$ cat src/hdl/ppu_pkg.sv
// Package for the particle pool update block: item types, pool sizing and queue codes.
// No dependencies.
`timescale 1ns / 1ps
package ppu_pkg;

	localparam int POOL_SIZE = 64;
	localparam int SLOT_W = 6;
	localparam int LIFE_W = 24;

	typedef enum logic {
		OP_EMIT = 1'b0,
		OP_TICK = 1'b1
	} op_t;

	typedef struct packed {
		logic                operation;
		logic signed [31:0]  start_x;
		logic signed [31:0]  start_y;
		logic signed [31:0]  speed_x;
		logic signed [31:0]  speed_y;
		logic [23:0]         lifespan;
		logic [15:0]         begin_size;
		logic [15:0]         end_size;
		logic [31:0]         tint_rgba;
		logic [23:0]         step_time;
	} item_in_t;

	typedef struct packed {
		logic [5:0]          slot;
		logic signed [31:0]  draw_x;
		logic signed [31:0]  draw_y;
		logic [15:0]         draw_size;
		logic [31:0]         draw_rgba;
		logic                last;
	} item_out_t;

	// Command passed from the front part to the back part.
	typedef struct packed {
		op_t                 op;
		logic [SLOT_W-1:0]   slot;
		item_in_t            item;
	} cmd_t;

	// Wrap a slot index at the pool size.
	function automatic logic [SLOT_W-1:0] next_slot(input logic [SLOT_W-1:0] s);
		logic [SLOT_W:0] n;
		n = {1'b0, s} + 1'b1;
		next_slot = (n >= (SLOT_W+1)'(POOL_SIZE)) ? '0 : n[SLOT_W-1:0];
	endfunction

endpackage

$ cat src/hdl/ppu_front.sv
// Front part: accepts items, assigns emit slots from the ring pointer, and queues commands.
// Depends on ppu_pkg.
`timescale 1ns / 1ps
module ppu_front import ppu_pkg::*; (
	input  logic     clk,
	input  logic     arst_n,
	input  logic     start,
	output logic     busy,
	input  item_in_t item_in,
	output logic     cmd_valid,
	output cmd_t     cmd,
	input  logic     cmd_pop
);

	logic [SLOT_W-1:0] wp_q;
	cmd_t              buf_q [2];
	logic              rd_q, wr_q;
	logic [1:0]        cnt_q;
	logic              push;

	assign busy      = (cnt_q == 2'd2);
	assign push      = start && !busy;
	assign cmd_valid = (cnt_q != 2'd0);
	assign cmd       = buf_q[rd_q];

	// Two-entry command queue and the ring write pointer.
	always_ff @(posedge clk or negedge arst_n) begin
		if (!arst_n) begin
			wp_q  <= '0;
			rd_q  <= 1'b0;
			wr_q  <= 1'b0;
			cnt_q <= 2'd0;
		end else begin
			if (push) begin
				wr_q <= ~wr_q;
				if (item_in.operation == OP_EMIT) wp_q <= next_slot(wp_q);
			end
			if (cmd_pop) rd_q <= ~rd_q;
			cnt_q <= cnt_q + {1'b0, push} - {1'b0, cmd_pop};
		end
	end

	// Queue payload.
	always_ff @(posedge clk) begin
		if (push) begin
			buf_q[wr_q].op   <= op_t'(item_in.operation);
			buf_q[wr_q].slot <= wp_q;
			buf_q[wr_q].item <= item_in;
		end
	end

endmodule

$ cat config.mk
export PLATFORM = sky130hd
export DESIGN_NAME = ppu_front
export DESIGN_NICKNAME = d
export VERILOG_FILES = /design/src/hdl/ppu_pkg.sv /design/src/hdl/ppu_front.sv
export SDC_FILE = /design/constraint.sdc
export NUM_CORES = 1
export LEC_CHECK = 0
export ABC_AREA = 1
export BUFFER_PORTS_ARGS = -buffer_cell sky130_fd_sc_hd__buf_2
export CAP_MARGIN = 20
export CORE_MARGIN = 4
export CORE_UTILIZATION = 57
export CTS_CLUSTER_DIAMETER = 200
export DETAILED_ROUTE_END_ITERATION = 12
export HOLD_SLACK_MARGIN = 0.1
export PLACE_DENSITY = 0.93
export SLEW_MARGIN = 5
export SYNTH_ARGS = -nofsm -noshare
export SYNTH_HDL_FRONTEND = slang
export SYNTH_SLANG_ARGS = --single-unit
$ cat constraint.sdc
create_clock -name clk -period 28.6 [get_ports clk]
set_clock_uncertainty 0.15 [all_clocks]
set_input_delay 4.29 -clock clk [delete_from_list [all_inputs] [get_ports clk]]
set_output_delay 4.29 -clock clk [all_outputs]
set_load 0.02 [all_outputs]
==> summary.md, run 1 <==
| Metric | Value |
|---|---|
| Max_cap viols | 0 |
| Post-synth EDFFs | 494 |
| Via Count | ~9,800 |
| Final Hold Vio Count | 0 |
| H-Tree Depth | 2 |
| RSZ-0062 raised after global routing | no |
| Layout cells sized above 1 | slightly below 60% |
| Critical Path AT | 3190 ps |
| Placed insts | 1,756 |
| Drt drc | 0 |
| Syn_area_per_cell | between 20 and 25 um2 |
| Row count | between 60 and 70 |
| Total congestion overflow | 0 |
| Post-synth net total | around 1,100 |
| Setup crit end kind | output port |
| GRT Util Overall | 22.5% |
| Clk slew on worst S/H paths | roughly 60 ps |
| Top cells by count, synth | edfxtp_1 (494), mux2_4 (201), mux2_2 (46), buf_6 (14) |
| Routed wire per std cell | roughly 23 um |
| FF-to-FF setup slack | about 26,000 ps |
| Clock root buffer | clkbuf_16 |
| Cts repair resizes | 0 |
| Tmin final | roughly 7600 ps |
| Clock latency at the later pin of the worst-skew pair | approximately 540 ps |
| Hold/Removal Path Class | flop to flop |
| Die width | approximately 190 um |
| FF+latch count, synth | 504 |
| Post-DP HPWL | 29,800 um |
| Min Hold Slack | roughly 370 ps |
| RePlAce Congestion | a little under 0.8 |
| CTS max path bufs | 3 |
| Die Area | 36,800 um2 |
| Lkg Pwr | between 0.009 and 0.01 uW |
| Cells after synthesis | ~840 |
| Via density | around 5.3 |
| Synthesis Warnings | 0 |
| Vias in the first global route | 10,500 |
| Yosys top cell by area | edfxtp_1 |
| Most used routing layer | met2 |
| Relative slew slack | 24.6% |
| Share of the synthesized area in the top cell type | slightly below 80% |
| Crit path cell chain | buf_4, mux2_4, buf_2 |
| PD cells | between 100 and 150 nW/um2 |
| CP peak stage delay | 1040 ps |
| Setup CP Type | flop to output port |
| Critical-path top delay cell | dfrtp_4 |
| Post-DRT Antenna Nets | 0 |
| CP Launch Type | flop |
| Final Util | 70.5% |
| Area grow syn2layout | 22.4% |
| Total wire length | 43,300 um |
| Pins Over Slew Limit | 0 |
| VDD IR max | between 0.1 and 0.15 mV |
| Count of endpoints failing setup in the final report | 0 |
| Starting Density | between 50% and 60% |
| Non-Filler Instances | between 1,500 and 2,000 |
| Sink Count | just over 500 |
| FMAX | roughly 0.13 GHz |
| Synth cell types | 20 |
| Most used DFF post-synth | edfxtp_1 |
| Num CTS Buffers | 49 |
| First-pass detailed-route iteration total | 4 |
| Initial antenna violation count | 21 |
| Initial DRC count | approximately 650 |
| Ys async rst share | a little under 2% |
| Top cells by area, synth | edfxtp_1 (77%), mux2_4 (16%), mux2_2 (2.7%), dfrtp_1 (1.3%), buf_8 (0.86%) |
| Setup TNS | 0 ps |
| Post-synthesis sequential area ratio | ~80% |
| Most common cell in the netlist | edfxtp_1 |
| Hold_buf cts | 0 |
| TritonCTS clock tree | yes |
| Largest net degree at the start of global routing | ~130 |
| Post-CTS Setup Repair Bufs | 0 |
| I/O pins | between 400 and 500 |
| Die height | 192 um |
| Final Cycle Share | a little over a quarter |
| Core area | between 30,000 and 40,000 um2 |
| Global-route wire length before repair | 61,800 um |
| Final net count | about 1,600 |
| Worst EP required | between 20,000 and 25,000 ps |
| Measured slew at the worst slew-check pin | between 1000 and 1500 ps |
| Met2 usage | approximately two fifths |
| Grt met3 use | 8.05% |
| Syn Std Cell Area | just under 20,000 um2 |
| Met1 Usage GRT | 23.9% |
| Crit-path max FO | between 60 and 70 |
| IO Port Bufs | 494 |
| Status | finished clean |
[power by group]
group | internal (uW) | total (uW) | switching (uW)
logic | 385 | 910 | 524
clock network | 347 | 601 | 254
registers | 1010 | 1080 | 70.4
total | 1740 | 2590 | 849
[area by class of cell]
| class | count | area [um2] |
|---|---|---|
| inverters | 12 | 45.0 |
| repair buffers | 503 | 2570 |
| multi-input cells | 290 | 3780 |
| fillers | 1971 | 9880 |
| flip-flops and latches | 504 | 15100 |
| well taps | 448 | 561 |
| clock inverters | 26 | 196 |
| diodes | 9 | 22.5 |
| clock buffers | 63 | 1300 |
[metrics by stage]
stage          total power, uW  instance area [um2]  setup slack [ps]
2_1_floorplan             1820                19300             12950
4_1_cts                   2610                23500             20890
6_report                  2590                23600             20970
3_3_place_gp              1970                22000             21560
5_1_grt                   2700                23600             20820
3_5_place_dp              2000                22000             21510
[worst paths after layout]
| path | startpoint | endpoint | cells after the start |
|---|---|---|---|
| setup reg to reg | cnt_q[1] | buf_q[1][177] | 4 |
| setup / recovery | rd_q | cmd[188] | 3 |
| hold reg to reg | wp_q[4] | wp_q[4] | 1 |
| min in group asynchronous | arst_n | cnt_q[0] | 1 |
| hold / removal | wp_q[4] | wp_q[4] | 1 |
| max in group asynchronous | arst_n | rd_q | 1 |
[layout by cell type (no fill, tap or decap)]
cell	count
a21oi_1	1
buf_12	1
buf_16	1
buf_2	494
buf_4	7
bufinv_16	3
clkbuf_1	12
clkbuf_16	49
clkbuf_8	2
clkinv_1	12
clkinv_2	10
dfrtp_1	9
dfrtp_4	1
diode_2	9
edfxtp_1	494
ha_1	3
inv_1	12
inv_8	1
mux2_2	46
mux2_4	201
nand2_1	12
nand3_1	6
nand4_1	1
nor2_1	10
nor2_4	2
o21ai_0	1
or2_2	1
xnor2_1	3
xor2_1	3
[layer usage]
layer  wire length, um  part of all wire (%)
met1             14200                    33
met2             23400                    54
met3              4300                   9.9
met4              1350                   3.1
met5               128                  0.30
[flip-flops by register name, summed over array words and instances (netlist names)]
register  cells
cnt_q         2
wp_q          6
rd_q          1
buf_q       494
wr_q          1
[worst max-delay path: cells and delay by family, from the launching register on]
family / cells / cell delay (ps)
buf+inv: 2 / 1130
mux: 1 / 370
flops: 1 / 1040
[logic make-up (layout without fill, tap and decap cells)]
family	Yosys count	count (layout)	share of synthesized area, %
flops	504	504	78.3
mux	247	247	18.4
buf+inv	41	604	2.10
simple gates	32	32	0.689
xor+xnor	6	6	0.273
fa+ha+maj	3	3	0.195
compound gates	2	2	0.0519
other cells	0	9	0
Power figures use the tool's default switching activity.
==> inputs of run 2 (changes only) <==
- ABC_AREA: 1 -> 0
- CORE_UTILIZATION: 57 -> 52
- PLACE_DENSITY: 0.93 -> 0.87
- clock period: 28.6 -> 7.7 ns (I/O delays scaled with it)
==> run 2 against run 1 <==
Worst hold slack got worse by 75 ps. Non-clock buffer count is 1 lower. Via count down 2.8%. Setup slack got worse by 17000 ps. Synthesized area down 4.3%. Critical endpoint is now cmd[206]. Largest power group unchanged.
==> summary.md, run 2 <==
| Metric | Value |
|---|---|
| Post-DRT Antenna Nets | 0 |
| Row count | 68 |
| RSZ-0062 raised after global routing | no |
| Post-synthesis sequential area ratio | between 80% and 90% |
| Post-synth net total | roughly 1,100 |
| Setup crit end kind | output port |
| IO Port Bufs | about 500 |
| Top cells by area, synth | edfxtp_1 (81%), mux2_2 (14%), buf_6 (1.5%), dfrtp_1 (1.4%), mux2_1 (1.3%) |
| Synth Area in Simple Gates | 0.503% |
| Num CTS Buffers | 48 |
| Critical-path top delay cell | buf_4 |
| GRT Util Overall | 19.9% |
| Post-Synth XOR/XNOR Area | 0.285% |
| Die height | just under 200 um |
| H-Tree Depth | 2 |
| Status | finished clean |
| Clk slew on worst S/H paths | 60 ps |
| TritonCTS clock tree | yes |
| First-pass detailed-route iteration total | 5 |
| Final total power | 9220 uW |
| Setup CP Type | flop to output port |
| Area of the multi-input gates | 3040 um2 |
| Layout cells sized above 1 | around three fifths |
| Total wire length | between 30,000 and 40,000 um |
| Leading registers by flop count | buf_q: 494 flops, wp_q: 6 flops, cnt_q: 2 flops |
| Relative slew slack | about 30% |
| Ys async rst share | under 10% |
| Worst EP required | around 6400 ps |
| Die Area | 38,500 um2 |
| Die width | slightly below 200 um |
| CP Launch Type | flop |
| Final Cycle Share | approximately 53% |
| VDD IR max | between 0.3 and 0.4 mV |
| I/O pins | 495 |
| Most used DFF post-synth | edfxtp_1 |
| RePlAce Congestion | about 0.8 |
| PD cells | around 400 nW/um2 |
| Vias in the first global route | 10,400 |
| Critical Path AT | 2760 ps |
| Max_cap viols | 0 |
| Final Hold Vio Count | 0 |
| Synth Area in Compound Gates | less than 1% |
| Register Area | approximately 15,000 um2 |
| FF+latch count, synth | 504 |
| Starting Density | 53.1% |
| Synthesized-area fraction occupied by adder cells | less than 1% |
| Area grow syn2layout | 23.8% |
| Crit path cell chain | buf_4, mux2_2, buf_2 |
| Most common cell in the netlist | edfxtp_1 |
| FMAX | 0.246 GHz |
| Syn_area_per_cell | ~23 um2 |
| Cts repair resizes | 0 |
| Hold/Removal Path Class | input pin to asynchronous set/reset pin |
| Largest net degree at the start of global routing | 148 |
| Commonest cells after routing, fill and taps aside | edfxtp_1 (494), buf_2 (494), mux2_2 (226) |
| Synthesis Warnings | 0 |
| Post-CTS Setup Repair Bufs | 0 |
| Syn Std Cell Area | approximately 18,000 um2 |
| Initial DRC count | 500 |
| Post-DP HPWL | ~26,000 um |
| Share of the synthesized area in the top cell type | between 80% and 90% |
| Yosys top cell by area | edfxtp_1 |
| Max reg flops | slightly below 500 |
| Largest family of logic cells by synthesized area | multiplexers |
| Synth cell types | 29 |
| Measured slew at the worst slew-check pin | approximately 1100 ps |
| R2r worst-path depth | 5 |
| Routed wire per std cell | around 21 um |
| CTS max path bufs | 3 |
| Layout fillers | 2,246 |
| Post-synth EDFFs | a little under 500 |
| Final net count | ~1,600 |
| Largest Register | buf_q |
| Tmin final | 4070 ps |
| Lkg Pwr | about 0.0085 uW |
| Setup TNS | 0 ps |
| Core area | between 30,000 and 40,000 um2 |
| Sink Count | between 500 and 600 |
| Pins Over Slew Limit | 0 |
| Crit-path max FO | 78 |
| Global-route wire length before repair | roughly 59,000 um |
| Cells after synthesis | between 800 and 900 |
| Drt drc | 0 |
| Initial antenna violation count | 12 |
| Via Count | ~9,500 |
| Clock latency at the later pin of the worst-skew pair | between 500 and 600 ps |
| Fraction of synthesized area in multiplexers | between 10% and 20% |
| Count of endpoints failing setup in the final report | 0 |
| Top cells by count, synth | edfxtp_1 (494), mux2_2 (226), buf_6 (25), mux2_1 (22), dfrtp_1 (10) |
| Via density | approximately 5.2 |
| Clock root buffer | clkbuf_16 |
| Hold_buf cts | 0 |
| CP peak stage delay | between 800 and 900 ps |
| Total congestion overflow | 0 |
==> run 2: cell count changes after synthesis, sizes merged, moves of 2 or more <==
cell	before	now
xnor2	3	5
inv	12	3
nand2	12	2
xor2	3	1
nand3	6	3
nor2	12	3
nand2b	0	2
o21ai	1	3
==> run 2: final timing paths <==
kind                       startpoint           end  slack [ps]
max in group asynchronous      arst_n          rd_q        6870
hold / removal                 arst_n       wp_q[0]         300
setup reg to reg             cnt_q[0]  buf_q[0][78]        4640
min in group clk             cnt_q[1]      cnt_q[1]         380
hold reg to reg              cnt_q[1]      cnt_q[1]         380
setup / recovery                 rd_q      cmd[206]        3630
==> run 2: layout make-up <==
cell class                 instances  area share [%]
tap                              455            2.49
clock buffer                      67            5.76
clock inverter                    23           0.981
multi-input combinational        281            13.3
timing repair buffer             502            11.2
inverter                           3          0.0493
antenna                            7          0.0768
sequential                       504            66.1
==> run 2: critical path, delay by kind of cell (launching register included) <==
family | cells | cell delay [ps]
multiplexers | 1 | 440
buffers and inverters | 2 | 970
flip-flops | 1 | 660
==> run 2: per-layer routing <==
layer,up-vias,track usage (%),share of wire (%)
met5,-,0,0.19
met4,10,8.56,3.7
met3,99,5.58,8.0
met2,383,35.6,54
met1,4706,22.3,34
li1,4318,-,-
==> run 2: logic make-up after synthesis <==
| kind of cell | after synthesis |
|---|---|
| AOI/OAI and AO/OA | 7 |
| xor gates and xnor gates | 6 |
| adders and majority gates | 3 |
| buffers and inverters | 32 |
| DFF | 504 |
| muxes | 248 |
| and+or+nand+nor | 17 |
==> run 2: where the power goes <==
group          switching [uW]  total, uW  internal [uW]
Sequential                182       3950           3770
Combinational            1880       2970           1100
Clock                     964       2290           1330
==> run 2: per-stage QoR <==
stage / instance area (um2) / hold WS, ps / setup WS [ps] / instances / utilization (%)
after floorplan: 18400 / 328 / 101 / 817 / -
after global placement: 21300 / 344 / 3980 / 1745 / 61.3
after detailed placement: 21300 / 363 / 3940 / 1745 / 61.3
after CTS: 22800 / 267 / 3580 / 1835 / 65.7
after global routing: 22800 / 281 / 3520 / 1841 / 65.7
final: 22800 / 300 / 3630 / 1842 / 65.7
